### config.mk
export PLATFORM = sky130hd
export DESIGN_NAME = kdax_cmdq
export DESIGN_NICKNAME = d
export VERILOG_FILES = /design/src/hdl/kdax_pkg.sv /design/src/hdl/kdax_cmdq.sv
export SDC_FILE = /design/constraint.sdc
export NUM_CORES = 1
export LEC_CHECK = 0
export BUFFER_PORTS_ARGS = -buffer_cell sky130_fd_sc_hd__buf_4
export CAP_MARGIN = 10
export CORE_MARGIN = 2
export CORE_UTILIZATION = 53
export CTS_BUF_LIST = sky130_fd_sc_hd__clkbuf_4
export DETAILED_ROUTE_END_ITERATION = 10
export GPL_TIMING_DRIVEN = 0
export PLACE_DENSITY = 0.85
export REMOVE_ABC_BUFFERS = 1
export SLEW_MARGIN = 0
export SYNTH_ARGS = -nofsm -noshare
export SYNTH_HDL_FRONTEND = slang
export SYNTH_SLANG_ARGS = --single-unit
export TNS_END_PERCENT = 20
### constraint.sdc
create_clock -name clk -period 2.65 [get_ports clk]
set_input_delay 0.6625 -clock clk [delete_from_list [all_inputs] [get_ports clk]]
set_output_delay 0.6625 -clock clk [all_outputs]
set_load 0.05 [all_outputs]
### src/hdl/kdax_pkg.sv
`timescale 1ns / 1ps
// ----------------------------------------------------------------------------
// kdax_pkg: shared types and constants of the KISS deframer
// Buffer sizing, KISS byte codes, the command word passed from the front end
// to the back end, and the result word held in the output queue.
// ----------------------------------------------------------------------------
package kdax_pkg;

  // Bytes per bank of the frame store, command byte included.
  localparam int BUF_BYTES = 4096;
  localparam int FC_W      = $clog2(BUF_BYTES + 1);
  localparam int MEM_DEPTH = 2 * BUF_BYTES;
  localparam int MA_W      = $clog2(MEM_DEPTH);

  localparam int IDX_W  = 12;
  localparam int LEN_W  = 12;
  localparam int POFF_W = 5;
  localparam int CMP_W  = (FC_W > IDX_W) ? FC_W : IDX_W;

  // Command queue between front end and back end.
  localparam int CQ_DEPTH = 4;
  localparam int CQ_PW    = $clog2(CQ_DEPTH);
  localparam int CQ_CW    = $clog2(CQ_DEPTH + 1);

  // Output queue inside the back end.
  localparam int OQ_DEPTH = 4;
  localparam int OQ_PW    = $clog2(OQ_DEPTH);
  localparam int OQ_CW    = $clog2(OQ_DEPTH + 1);

  // KISS special bytes.
  localparam logic [7:0] K_FEND  = 8'hC0;
  localparam logic [7:0] K_FESC  = 8'hDB;
  localparam logic [7:0] K_TFEND = 8'hDC;
  localparam logic [7:0] K_TFESC = 8'hDD;

  // AX.25 UI header: length, control byte and PID expected at bytes 14, 15.
  localparam int          HDR_LEN  = 16;
  localparam int          CTL_POS  = 14;
  localparam int          PID_POS  = 15;
  localparam logic [15:0] UI_CPID  = 16'h03F0;

  // Request codes of the input word.
  localparam logic REQ_RX   = 1'b0;
  localparam logic REQ_READ = 1'b1;

  typedef enum logic [1:0] {
    CMD_WRITE,
    CMD_READ,
    CMD_REPORT
  } cmd_kind_t;

  typedef enum logic [0:0] {
    RES_REPORT = 1'b0,
    RES_READ   = 1'b1
  } res_kind_t;

  typedef struct packed {
    cmd_kind_t        kind;
    logic [MA_W-1:0]  addr;
    logic [7:0]       data;
    logic             hit;
    logic [LEN_W-1:0] flen;
    logic             ax;
    logic [LEN_W-1:0] plen;
  } cmd_t;

  typedef struct packed {
    res_kind_t         kind;
    logic [LEN_W-1:0]  flen;
    logic              ax;
    logic [POFF_W-1:0] poff;
    logic [LEN_W-1:0]  plen;
    logic [7:0]        rdata;
  } res_t;

endpackage

### src/hdl/kdax_cmdq.sv
`timescale 1ns / 1ps
// ----------------------------------------------------------------------------
// kdax_cmdq: command queue
// Short first-in first-out queue of commands between front end and back end.
// ----------------------------------------------------------------------------
module kdax_cmdq
  import kdax_pkg::*;
(
  input  logic clk,
  input  logic rst_n,
  input  logic push,
  input  cmd_t push_cmd,
  input  logic pop,
  output logic full,
  output logic valid,
  output cmd_t head
);

  cmd_t             slot_r [CQ_DEPTH];
  logic [CQ_PW-1:0] wr_ptr_r, wr_ptr_nxt;
  logic [CQ_PW-1:0] rd_ptr_r, rd_ptr_nxt;
  logic [CQ_CW-1:0] count_r, count_nxt;
  logic             do_push;
  logic             do_pop;

  assign full    = (count_r == CQ_CW'(CQ_DEPTH));
  assign valid   = (count_r != '0);
  assign head    = slot_r[rd_ptr_r];
  assign do_push = push && !full;
  assign do_pop  = pop && valid;

  always_comb begin
    wr_ptr_nxt = wr_ptr_r;
    rd_ptr_nxt = rd_ptr_r;
    count_nxt  = count_r;
    if (do_push) begin
      wr_ptr_nxt = (wr_ptr_r == CQ_PW'(CQ_DEPTH - 1)) ? '0 : wr_ptr_r + CQ_PW'(1);
    end
    if (do_pop) begin
      rd_ptr_nxt = (rd_ptr_r == CQ_PW'(CQ_DEPTH - 1)) ? '0 : rd_ptr_r + CQ_PW'(1);
    end
    if (do_push && !do_pop) begin
      count_nxt = count_r + CQ_CW'(1);
    end else if (do_pop && !do_push) begin
      count_nxt = count_r - CQ_CW'(1);
    end
  end

  always_ff @(posedge clk) begin
    if (!rst_n) begin
      wr_ptr_r <= '0;
      rd_ptr_r <= '0;
      count_r  <= '0;
    end else begin
      wr_ptr_r <= wr_ptr_nxt;
      rd_ptr_r <= rd_ptr_nxt;
      count_r  <= count_nxt;
    end
  end

  always_ff @(posedge clk) begin
    if (do_push) begin
      slot_r[wr_ptr_r] <= push_cmd;
    end
  end

endmodule

Word-level counts from Yosys, hierarchy flattened
Memory sizes are Yosys's and may differ from the RTL's. A register that Yosys moved wholly into a read port is not among the register bits.
Index checks and enable logic that the tools add are counted.

storage, ports and cells
  register bits after elaboration = 7
  word-level logic and storage cells = 28
  input port bits = 53
  memories kept = 1
  bits in writable memories = 196

memory list
  memory  depth  width  rd ports  clocked after memory_dff  write ports  line             source
  slot_r  4      49     1         1                         1            kdax_cmdq.sv:19  cmd_t slot_r [CQ_DEPTH];

cells by class
  $add $sub $neg = 4
  mux-type cells = 8
  equal/unequal tests = 3
  reduce and logical (&&, ||, !) cells = 9

operators by type and width
  operator                                                             count
  2-bit 2-to-1 mux                                                     4
  3-bit 2-to-1 mux                                                     2
  2-bit by 1-bit adder with 2-bit output (second input constant)       2
  2-bit == test (second input constant)                                2
  1-bit logical AND                                                    4
  3-bit by 1-bit adder with 3-bit output (second input constant)       1
  3-bit == test (second input constant)                                1
  1-bit logical NOT                                                    3
  3-bit nonzero test                                                   1
  3-bit by 1-bit subtractor with 3-bit output (second input constant)  1
  1-bit 2-to-1 mux                                                     2
  2-bit nonzero test                                                   1

Depth between registers and ports, before layout
  depth in word-level cells = 7
  gate-level depth with buffers = 9

Worst setup path after synthesis
OpenSTA, ideal clock, no wires.

  path type = register to register
  start = register count_r[0]
  end = memory slot_r[0][0] (netlist bit), enable pin
  slack = -0.386 ns
  period minus slack after synthesis = 3.036 ns
  stages on the path, launching flop included = 5
  setup time = 0.481 ns
  arrival time = 2.556 ns
  buffers on the path = 1
  cells stage by stage = dfxtp_1 nor3b_1 nor2b_1 clkbuf_1 and2_1

on the way
  longest elaborated chain between the ends = 5

RTL lines
  what                                    line             source
  start: declaration                      kdax_cmdq.sv:22  logic [CQ_CW-1:0] count_r, count_nxt;
  start signal: assignment                kdax_cmdq.sv:57  count_r <= count_nxt;
  3-bit == test                           kdax_cmdq.sv:26  assign full = (count_r == CQ_CW'(CQ_DEPTH));
  via full                                kdax_cmdq.sv:14  output logic full,
  1-bit logical NOT                       kdax_cmdq.sv:29  assign do_push = push && !full;
  1-bit logical AND                       kdax_cmdq.sv:29
  via do_push                             kdax_cmdq.sv:23  logic do_push;
  1-bit 2-to-1 mux                        kdax_cmdq.sv:62  if (do_push) begin
  1-bit 2-to-1 mux (implied by the code)  kdax_cmdq.sv:63  slot_r[wr_ptr_r] <= push_cmd;
  end: declaration                        kdax_cmdq.sv:19

The timed path passes the listed nets, and every way through them passes these cells.

==> reports/qor.txt <==
Min-Delay Path Depth: 1
critical-path cell list: buf_6 > buf_12 > mux4_2 > buf_8
final antenna-violating net count: 0
Die Y-Extent: 123.5 um
synth cell count leaders: edfxtp_1 (196), mux4_2 (47), dfxtp_1 (9)
clock share of power: 0.239
number of buffers created by CTS: 50
drt total wl: 14.10 mm
Worst Hold Class: input port to register
Int Power: 6.897 mW
fill count: 862
crit path max fanout: 5
fmax: 377.4 MHz
async set-or-reset flop fraction in the synthesized netlist: 0
CTS tree: done
main area contributors after synthesis: edfxtp_1 (78%), mux4_2 (14%), dfxtp_1 (2.4%)
RSZ-0062 raised after global routing: true
synthesized area: 7567 sq um
CORE AREA: 13,930 sq um
iteration count of the initial detailed-routing pass: 4
vias in the first global route: 4,119
Register-to-Register Path Depth: 7
hpwl dp: 7.731 mm
combinational power share: 0.369
CP required: 1990 ps
setup violators final: 0
initial core utilization: 0.5431
number of max-cap violations: 0
nets@finish: 526
Sw Ratio: 0.3369
Final GP Congestion: 0.6558
Setup Skew: 26.90 ps
grt ovf: 0
final hold viol count: 0
ANT cells: 0
Netlist cell types: 26
Starting DRT DRC Count: 160
Synth top area share: 0.7778
IO Count: 104
Tmin final: 2650 ps
PwrDens: 1081 nW/um^2
setup_tns: 0 ps
Synth warnings: 0
Leakage: 3.344 nW
register area share after synthesis: 0.8016
Mapped Avg Cell Area: 24.65 sq um
cell count after synthesis: 307
most common cell in the netlist: edfxtp_1
Reg clk slew, reported paths: 70 ps
Crit. End Element: output pin
slew of the pin with the lowest slew margin: 578.2 ps
Crit-path slowest cell: mux4_2
sequential share of power: 0.392
crit-path max cell delay: 550 ps
fin worst setup slack: 0.04041 ps
vias per cell: 5.423
IO Port Bufs: 103
crit path launch type: register
slew margin rel.: 0.6146
row count: 43
share of cells above drive strength 1: 0.4910
DR WL/cell: 20.70 um
Main synth FF type: edfxtp_1
Post-route DRC: 0
die area: 15,250 sq um
clk root buf: clkbuf_4
EDFF count, synth: 196
Pwr Total: 10.40 mW
clk buf depth: 3
synthesis-to-finish area growth: 27.17%
initial antenna violation count: 0
total track usage: 0.1939
status: finished, final reports clean
maximum vdd drop: 639.2 uV
Die W: 123.5 um
CTS Sinks: 205
latest clock arrival within the worst-skew pair: 620 ps
H-tree Lvls: 2
Synth Register Bits: 205
Sw Pwr: 3.505 mW
Pins Over Slew Limit: 0
first-pass GRT wire length: 21.31 mm
via count: 3,693
setup slack after placement: 3.485 ps
crit share post-route: 1.000
cell accounting for the most synthesized area: edfxtp_1
Critical Setup Path Class: register to output pin
largest net degree at the start of global routing: 33
Data arrival, critical path: 1990 ps
routing by layer:
metal | up-vias | global-route usage | wire, um
li1 | 1656 | - | -
met5 | - | 0 | 0
met2 | 119 | 0.3266 | 7522
met1 | 1899 | 0.2383 | 5544
met4 | 0 | 0.07244 | 210
met3 | 19 | 0.05812 | 823
per-stage QoR:
stage,instance area [sq um],hold slack (ps),utilization,cells
global route,9623,183.9,0.6906,681
CTS,9603,190.6,0.6891,681
finish,9623,243.5,0.6906,681
detailed placement,8601,529.9,0.6172,583
floorplan,7465,467.7,-,294
global placement,8463,473.5,0.6073,577
flip-flops by register name (all words and copies together), names as in the netlist, named ones only:
signal and flops:
slot_r 196, count_r 3, rd_ptr_r 2, wr_ptr_r 2
final cells by class:
cell class                      instances  area, sq um  share of cell area
Sequential cell                       205         6073              0.6311
Multi-Input combinational cell         86         1388              0.1442
Timing Repair Buffer                  120         1303              0.1354
Clock buffer                           64        480.5             0.04993
Tap cell                              180        225.2             0.02340
Clock inverter                         23        142.6             0.01482
Inverter                                3        11.26            0.001170
kinds of logic after synthesis:
| family | Yosys count | synth area share |
|---|---|---|
| AOI/OAI and AO/OA | 5 | 0.003968 |
| muxes | 52 | 0.1508 |
| DFF | 205 | 0.8016 |
| buffers and inverters | 16 | 0.01505 |
| xor gates and xnor gates | 2 | 0.002315 |
| adders and majority gates | 7 | 0.01257 |
| and+or+nand+nor | 20 | 0.01372 |
timing repair:
action                                  in CTS  in global routing
gates resized for setup                     60                  7
endpoints found under the setup margin      49                 50
pin swaps                                    0                  0
buffers inserted                             8                  0
cloned                                       3                  2
hold buffers                                 0                  0
worst paths after layout:
kind                                          startpoint                       end  slack, ps
worst max-delay path                            register                  head[47]       0.04
worst min-delay path                        push_cmd[24]   slot_r[1][24]$_DFFE_PP_        240
worst max register to register   count_r[0]$_SDFFE_PN0P_   count_r[2]$_SDFFE_PN0P_        290
worst min register to register  wr_ptr_r[1]$_SDFFE_PN0P_  wr_ptr_r[1]$_SDFFE_PN0P_        540
critical path: cells and delay by family, from the launching register on:
family	cells	cell delay, ps
buffers and inverters	3	430
DFF	1	390
muxes	1	550
power groups by stage:
stage | Clock, mW | Combinational (mW) | Sequential (mW)
floorplan | 0 | 2.16 | 4.26
finish | 2.48 | 3.84 | 4.08
detailed placement | 0 | 3.18 | 4.23
CTS | 2.56 | 3.86 | 4.08
global route | 2.73 | 4.04 | 4.11
global placement | 0 | 2.96 | 4.35
cell usage in the layout, fill, tap and decap left out, types with 2 or more instances in the layout:
| cell | synthesis | routed |
|---|---|---|
| buf_6 | 1 | 49 |
| edfxtp_1 | 196 | 196 |
| nand2_1 | 6 | 6 |
| buf_4 | 3 | 54 |
| mux4_2 | 47 | 49 |
| buf_8 | 0 | 4 |
| nor2_1 | 2 | 2 |
| bufinv_16 | 0 | 2 |
| dfxtp_1 | 9 | 7 |
| inv_1 | 3 | 3 |
| nand3_1 | 2 | 2 |
| clkbuf_4 | 0 | 64 |
| and2_2 | 0 | 4 |
| buf_12 | 2 | 9 |
| clkinv_2 | 0 | 3 |
| o21ai_0 | 3 | 3 |
| mux2i_1 | 3 | 3 |
| or3_1 | 2 | 2 |
| buf_16 | 0 | 2 |
| clkinv_1 | 0 | 17 |
| dfxtp_4 | 0 | 2 |
| clkbuf_16 | 0 | 2 |
| ha_1 | 6 | 6 |
Note: power is estimated with default switching activity, not from simulation.
