`config.mk`:
```
export PLATFORM = sky130hd
export DESIGN_NAME = kdax_front
export DESIGN_NICKNAME = d
export VERILOG_FILES = /design/src/hdl/kdax_pkg.sv /design/src/hdl/kdax_front.sv
export SDC_FILE = /design/constraint.sdc
export NUM_CORES = 1
export LEC_CHECK = 0
export BUFFER_PORTS_ARGS = -buffer_cell sky130_fd_sc_hd__buf_2
export CORE_UTILIZATION = 55
export CTS_CLUSTER_SIZE = 24
export DETAILED_ROUTE_END_ITERATION = 6
export HOLD_SLACK_MARGIN = 0.08
export PLACE_DENSITY = 0.81
export SETUP_SLACK_MARGIN = 0.5
export SYNTH_ARGS = -nofsm -noshare
export SYNTH_HDL_FRONTEND = slang
export SYNTH_SLANG_ARGS = --single-unit
```
`constraint.sdc`:
```
create_clock -name clk -period 4.6 [get_ports clk]
set_input_delay 0.69 -clock clk [delete_from_list [all_inputs] [get_ports clk]]
set_output_delay 0.69 -clock clk [all_outputs]
set_load 0.01 [all_outputs]
```
`src/hdl/kdax_pkg.sv`:
```
`timescale 1ns / 1ps
// ----------------------------------------------------------------------------
// kdax_pkg: shared types and constants of the KISS deframer
// Buffer sizing, KISS byte codes, the command word passed from the front end
// to the back end, and the result word held in the output queue.
// ----------------------------------------------------------------------------
package kdax_pkg;

  // Bytes per bank of the frame store, command byte included.
  localparam int BUF_BYTES = 4096;
  localparam int FC_W      = $clog2(BUF_BYTES + 1);
  localparam int MEM_DEPTH = 2 * BUF_BYTES;
  localparam int MA_W      = $clog2(MEM_DEPTH);

  localparam int IDX_W  = 12;
  localparam int LEN_W  = 12;
  localparam int POFF_W = 5;
  localparam int CMP_W  = (FC_W > IDX_W) ? FC_W : IDX_W;

  // Command queue between front end and back end.
  localparam int CQ_DEPTH = 4;
  localparam int CQ_PW    = $clog2(CQ_DEPTH);
  localparam int CQ_CW    = $clog2(CQ_DEPTH + 1);

  // Output queue inside the back end.
  localparam int OQ_DEPTH = 4;
  localparam int OQ_PW    = $clog2(OQ_DEPTH);
  localparam int OQ_CW    = $clog2(OQ_DEPTH + 1);

  // KISS special bytes.
  localparam logic [7:0] K_FEND  = 8'hC0;
  localparam logic [7:0] K_FESC  = 8'hDB;
  localparam logic [7:0] K_TFEND = 8'hDC;
  localparam logic [7:0] K_TFESC = 8'hDD;

  // AX.25 UI header: length, control byte and PID expected at bytes 14, 15.
  localparam int          HDR_LEN  = 16;
  localparam int          CTL_POS  = 14;
  localparam int          PID_POS  = 15;
  localparam logic [15:0] UI_CPID  = 16'h03F0;

  // Request codes of the input word.
  localparam logic REQ_RX   = 1'b0;
  localparam logic REQ_READ = 1'b1;

  typedef enum logic [1:0] {
    CMD_WRITE,
    CMD_READ,
    CMD_REPORT
  } cmd_kind_t;

  typedef enum logic [0:0] {
    RES_REPORT = 1'b0,
    RES_READ   = 1'b1
  } res_kind_t;

  typedef struct packed {
    cmd_kind_t        kind;
    logic [MA_W-1:0]  addr;
    logic [7:0]       data;
    logic             hit;
    logic [LEN_W-1:0] flen;
    logic             ax;
    logic [LEN_W-1:0] plen;
  } cmd_t;

  typedef struct packed {
    res_kind_t         kind;
    logic [LEN_W-1:0]  flen;
    logic              ax;
    logic [POFF_W-1:0] poff;
    logic [LEN_W-1:0]  plen;
    logic [7:0]        rdata;
  } res_t;

endpackage

```
`src/hdl/kdax_front.sv`:
```
`timescale 1ns / 1ps
// ----------------------------------------------------------------------------
// kdax_front: KISS deframing front end
// Tracks framing and escape state, turns each accepted word into at most one
// command (store write, store read, or frame report) for the back end.
// ----------------------------------------------------------------------------
module kdax_front
  import kdax_pkg::*;
(
  input  logic             clk,
  input  logic             rst_n,
  input  logic             accept,
  input  logic             req_type,
  input  logic [7:0]       rx_byte,
  input  logic [IDX_W-1:0] read_index,
  output logic             cmd_push,
  output cmd_t             cmd
);

  logic            in_frame_r, in_frame_nxt;
  logic            esc_r, esc_nxt;
  logic [FC_W-1:0] fill_r, fill_nxt;
  logic [3:0]      cmd_nib_r, cmd_nib_nxt;
  logic [15:0]     cpid_r, cpid_nxt;
  logic            bank_r, bank_nxt;
  logic [FC_W-1:0] done_len_r, done_len_nxt;

  logic            store;
  logic [7:0]      byte_val;
  logic [FC_W-1:0] fl;
  logic [FC_W-1:0] pos;
  logic            ax;
  logic [MA_W-1:0] fill_base;
  logic [MA_W-1:0] read_base;

  always_ff @(posedge clk) begin
    if (!rst_n) begin
      in_frame_r <= 1'b0;
      esc_r      <= 1'b0;
      fill_r     <= '0;
      cmd_nib_r  <= '0;
      cpid_r     <= '0;
      bank_r     <= 1'b0;
      done_len_r <= '0;
    end else begin
      in_frame_r <= in_frame_nxt;
      esc_r      <= esc_nxt;
      fill_r     <= fill_nxt;
      cmd_nib_r  <= cmd_nib_nxt;
      cpid_r     <= cpid_nxt;
      bank_r     <= bank_nxt;
      done_len_r <= done_len_nxt;
    end
  end

  assign fl        = fill_r - FC_W'(1);
  assign pos       = fill_r - FC_W'(1);
  assign ax        = (fl > FC_W'(HDR_LEN)) && (cpid_r == UI_CPID);
  assign fill_base = bank_r ? MA_W'(BUF_BYTES) : '0;
  assign read_base = bank_r ? '0 : MA_W'(BUF_BYTES);

  always_comb begin
    in_frame_nxt = in_frame_r;
    esc_nxt      = esc_r;
    fill_nxt     = fill_r;
    cmd_nib_nxt  = cmd_nib_r;
    cpid_nxt     = cpid_r;
    bank_nxt     = bank_r;
    done_len_nxt = done_len_r;
    store        = 1'b0;
    byte_val     = rx_byte;
    cmd_push     = 1'b0;
    cmd          = '0;
    cmd.kind     = CMD_WRITE;

    if (accept) begin
      if (req_type == REQ_READ) begin
        cmd_push = 1'b1;
        cmd.kind = CMD_READ;
        cmd.hit  = CMP_W'(read_index) < CMP_W'(done_len_r);
        cmd.addr = read_base + MA_W'(read_index);
      end else if (rx_byte == K_FEND) begin
        // A closing delimiter delivers the frame if it is a data frame
        // holding at least one byte; every delimiter opens a new frame.
        if (in_frame_r && (fill_r > FC_W'(1)) && (cmd_nib_r == 4'h0)) begin
          cmd_push     = 1'b1;
          cmd.kind     = CMD_REPORT;
          cmd.flen     = LEN_W'(fl);
          cmd.ax       = ax;
          cmd.plen     = ax ? LEN_W'(fl - FC_W'(HDR_LEN)) : LEN_W'(fl);
          done_len_nxt = fl;
          bank_nxt     = ~bank_r;
        end
        in_frame_nxt = 1'b1;
        esc_nxt      = 1'b0;
        fill_nxt     = '0;
        cpid_nxt     = '0;
      end else if (in_frame_r) begin
        if (esc_r) begin
          esc_nxt = 1'b0;
          store   = 1'b1;
          case (rx_byte)
            K_TFEND: byte_val = K_FEND;
            K_TFESC: byte_val = K_FESC;
            default: byte_val = rx_byte;
          endcase
        end else if (rx_byte == K_FESC) begin
          esc_nxt = 1'b1;
        end else begin
          store = 1'b1;
        end

        // Bytes past the end of the bank are dropped silently.
        if (store && (fill_r < FC_W'(BUF_BYTES))) begin
          if (fill_r == '0) begin
            cmd_nib_nxt = byte_val[3:0];
          end else begin
            cmd_push = 1'b1;
            cmd.kind = CMD_WRITE;
            cmd.addr = fill_base + MA_W'(pos);
            cmd.data = byte_val;
            if (pos == FC_W'(CTL_POS)) begin
              cpid_nxt[15:8] = byte_val;
            end else if (pos == FC_W'(PID_POS)) begin
              cpid_nxt[7:0] = byte_val;
            end
          end
          fill_nxt = fill_r + FC_W'(1);
        end
      end
    end
  end

endmodule

```
# --- Yosys cells after proc, flatten, opt, wreduce, memory -nomap -nowiden ---
# Index checks and enable logic that the tools add are counted.
op_classes:
  n_eq_ne: 9
  reduce_logical: 17
  n_addsub: 5
  magnitude_cmp: 4
  bitwise_logic: 3
  n_mux: 45
ops:
  columns: ["operator", "count"]
  rows:
  - ["21-bit two-way mux", 4]
  - ["25-bit two-way mux", 3]
  - ["13-bit two-way mux", 5]
  - ["16-bit two-way mux", 4]
  - ["49-bit two-way mux", 1]
  - ["8-bit two-way mux", 5]
  - ["8-bit equality test (second input constant)", 4]
  - ["13-bit by 4-bit equality test with 1-bit output (second input constant)", 2]
  - ["1-bit two-way mux", 18]
  - ["16-bit by 10-bit equality test with 1-bit output (second input constant)", 1]
  - ["8-bit one-hot mux with 2 select lines", 1]
  - ["15-bit two-way mux", 1]
  - ["13-bit by 1-bit adder with 13-bit output (second input constant)", 1]
  - ["13-bit by 12-bit adder with 13-bit output", 1]
  - ["13-bit adder", 1]
  - ["13-bit by 1-bit > comparator with 1-bit output (second input constant)", 1]
  - ["13-bit by 5-bit > comparator with 1-bit output (second input constant)", 1]
  - ["13-bit zero test", 1]
  - ["12-bit by 13-bit less-than comparator with 1-bit output", 1]
  - ["13-bit less-than comparator (second input constant)", 1]
  - ["13-bit by 1-bit subtractor with 13-bit output (second input constant)", 1]
  - ["12-bit two-way mux", 1]
  - ["6-bit AND reduction", 2]
  - ["12-bit by 5-bit subtractor with 12-bit output (second input constant)", 1]
  - ["other kinds (9)", 21]
word_totals:
  in_bits: 24
  elab_cells: 91
  ff_bits: 49

# --- Depth between registers and ports, before layout ---
depth:
  word_depth: 13
  mapped_depth: 12
  ltp_nobuf: 11

# --- Worst setup path before layout ---
# Ideal clock, no wire load.
synth_path:
  path_type: "register -> output"
  startpoint: "register fill_r[0]"
  endpoint: "output port cmd[11] in the netlist's numbering"
  t_required_ns: 3.910
  stages_incl_launch_ff: 12
  setup_slack_ns: 1.187
  n_path_buf: 1
  arrival_ns: 2.723
  cell_sequence: "dfxtp_1 clkbuf_1 inv_1 ha_1 nor3b_1 xnor2_1 inv_2 nor2_1 nor4b_1 nand3_1 or3_1 a21oi_1"
synth_rtl:
  columns: ["item", "line_no", "text"]
  rows:
  - ["from (decl)", "kdax_front.sv:22", "logic [FC_W-1:0] fill_r, fill_nxt;"]
  - ["from (signal assigned)", "kdax_front.sv:48", "fill_r <= fill_nxt;"]
  - ["to (decl)", "kdax_front.sv:17", "output cmd_t cmd"]

==> impl_metrics.tcl <==
set metrics [dict create \
    min_period_over_period_pct 84.1 \
    diodes 0 \
    start_util_pct 56.9 \
    p_per_area_nw_per_um2 196 \
    drt_iter0_drc 225 \
    antenna_left 0 \
    ys_warn_count 0 \
    final_layout_size_suffix_gt1_share_pct 19.2 \
    cts_buffers 5 \
    path_clk_slew_ns 0.10 \
    clkLatencyLatePin_ns 0.30 \
    yosysSeqAreaShare_pct 29.3 \
    synth_flop_cell "dfxtp_1" \
    cts-root-buf "clkbuf_8" \
    synth-seq-cells 49 \
    cp-startpoint "fill_r[1]" \
    syn-instance-count 444 \
    crit_fanout 11 \
    syn_avg_cell_area_um2 7.54 \
    remaining_drc_errors 0 \
    fmax_mhz 259 \
    startpoint_type "flip-flop" \
    worst_setup_path_end_kind "output pin" \
    seqCellArea_um2 982 \
    cts.sinks 49 \
    first_pass_iters 4 \
    wl_per_cell_um 14.4 \
    worstPathArrival_ns 3.18 \
    crit_chain "inv_1 -> ha_1 -> nor2_1 -> a31oi_1 -> or4_4 -> a211oi_4 -> a21oi_2 -> a31o_1 -> a21oi_1 -> buf_2" \
    nets 541 \
    vdd_ir_drop_max_uv 163 \
    drv_slew 0 \
    cts_setup_buffers 0 \
    syn_area_um2 3350 \
    cts_tree "done" \
    skew_ns 0.00871 \
    critPathSlowestCell "dfxtp_1" \
    placement.io_buffers 73 \
    cts_hold_buf 0 \
    reg2regPathDepth 10 \
    fill_cells 547 \
    core_um2 5890 \
    ctsHtreeMaxLevel 2 \
    area_growth_pct 13.4 \
    vias_per_cell 5.68 \
    grt-ovfl-total 0 \
    io_pins 74 \
    dp_hpwl_mm 6.28 \
    critPathKind "flip-flop to output pin" \
    num_rows 28 \
    grt_max_degree 45 \
    die_w_um 80.0 \
    synth_nets 486 \
    place_area_um2 3700 \
    worstHoldStart "cpid_r[4]" \
    r2r-end "cpid_r[0]" \
    setup_viol 0 \
    die-area_um2 6400 \
    multi_input_area_um2 2160 \
    grt_usage_pct 26.7 \
    synth_edf_count 0 \
    whs_path_depth 2 \
    grt_antenna_before_repair 0 \
    status "finished, final reports clean" \
    hold_end "cpid_r[4]" \
    final-hold-violation-count 0 \
    setup_tns_ns 0 \
    gp_congestion 0.935 \
    first_global_vias 2927 \
    relSlewSlack_pct 49.3 \
    synth.distinct_cells 58 \
    vias 3267 \
    power_leakage_uw 0.00175 \
    grt_pass1_wl_mm 13.4 \
    drt-total-wl_mm 8.30 \
    min_path_type "flip-flop to flip-flop" \
    cts.path.max_buffers 2 \
    slowest_delay_ns 0.54 \
    tightest_slew_ns 0.755 \
    min_period_ns 3.87 \
    r2r-start "fill_r[1]" \
    r2r_slack_ns 1.42 \
    stdcell_area_um2 3800 \
    cp.required_ns 3.91 \
    maxCapViolations 0 \
    rsz0062_at_grt "no" \
    die_y_um 80.0 \
    async_reset_ff_share_pct 0 \
]
[layout make-up]
class	instances	area share [%]
multi-input combinational	342	56.8
sequential	49	25.9
timing repair buffer	74	9.82
inverter	27	2.67
tap	75	2.47
clock buffer	5	1.81
clock inverter	3	0.560
[critical path, delay by kind of cell, from the launching register on]
family / cells / cell delay, ns
buf+inv: 2 / 0.31
fa+ha+maj: 1 / 0.30
simple gates: 2 / 0.56
compound gates: 5 / 1.17
flops: 1 / 0.54
[worst max path at each step]
stage,end,slack (ns),depth (start not counted)
final,cmd[10],0.73,10
after global routing,cmd[11],0.51,11
after CTS,cmd[11],0.57,11
after detailed placement,cmd[11],0.92,11
after global placement,cmd[11],1.05,11
after floorplan,cmd[11],1.19,11
[synthesized netlist by cell type (13+ instances only)]
master / instances / share of area (%)
xnor2_1: 13 / 3.4
a21oi_1: 19 / 2.8
nor2_1: 63 / 7.1
ha_1: 18 / 6.7
nand3_1: 18 / 2.7
inv_1: 26 / 2.9
nand2_1: 38 / 4.3
nand4_1: 15 / 2.8
nor2b_1: 14 / 2.6
clkbuf_1: 21 / 2.4
dfxtp_1: 49 / 29
o21ai_0: 23 / 3.4
[layout by cell type, fill, tap and decap left out, types with 7 or more instances in the layout]
cell type / instances
nor3_1: 8
and2_1: 7
and3_1: 8
mux2i_1: 9
nand2_1: 38
nand3_1: 18
a21oi_1: 19
nand4_1: 15
ha_1: 18
buf_2: 73
dfxtp_1: 48
xnor2_1: 13
nor2b_1: 14
o21ai_0: 23
nor2_1: 63
inv_1: 26
xor2_1: 12
[repair_timing]
item | 4_1_cts | 5_1_grt
setup endpoints to repair | 0 | 4
hold endpoints to repair | 0 | 0
resized for setup | 0 | 2
[per-layer routing]
| layer | vias up | wire (µm) | GRT usage [%] |
|---|---|---|---|
| li1 | 1636 | - | - |
| met3 | 15 | 357 | 3.66 |
| met2 | 95 | 4020 | 44.8 |
| met5 | - | 0 | 0 |
| met1 | 1521 | 3760 | 34.3 |
| met4 | 0 | 163 | 10.5 |
[stage by stage]
step	setup WS, ns	instances	hold WS (ns)	util, %	total power [µW]
3_3_place_gp	1.05	567	0.441	62.8	494
5_1_grt	0.512	575	0.485	64.5	777
3_5_place_dp	0.923	567	0.456	62.8	496
6_report	0.733	575	0.468	64.5	745
4_1_cts	0.570	575	0.471	64.4	751
2_1_floorplan	1.19	444	0.431	-	467
[flip-flops by register name, indices dropped and copies added (netlist names)]
signal and cells:
cmd_nib_r 4, in_frame_r 1, done_len_r 13, fill_r 13, cpid_r 16, bank_r 1
esc_r 1
[where the power goes]
| group | internal (µW) | switching [µW] | total [µW] |
|---|---|---|---|
| Clock | 108 | 150 | 258 |
| Combinational | 24.2 | 39.0 | 63.3 |
| Sequential | 424 | 0.0453 | 424 |
[kinds of logic (layout without fill, tap and decap cells)]
logic type | after synthesis | count (layout) | synth area share (%)
AOI/OAI and AO/OA | 81 | 81 | 15.4
adders and majority gates | 18 | 18 | 6.73
muxes | 9 | 9 | 2.69
DFF | 49 | 49 | 29.3
and+or+nand+nor | 209 | 209 | 32.8
xor gates and xnor gates | 25 | 25 | 6.54
buffers and inverters | 53 | 109 | 6.50
(Power assumes the default switching activity.)
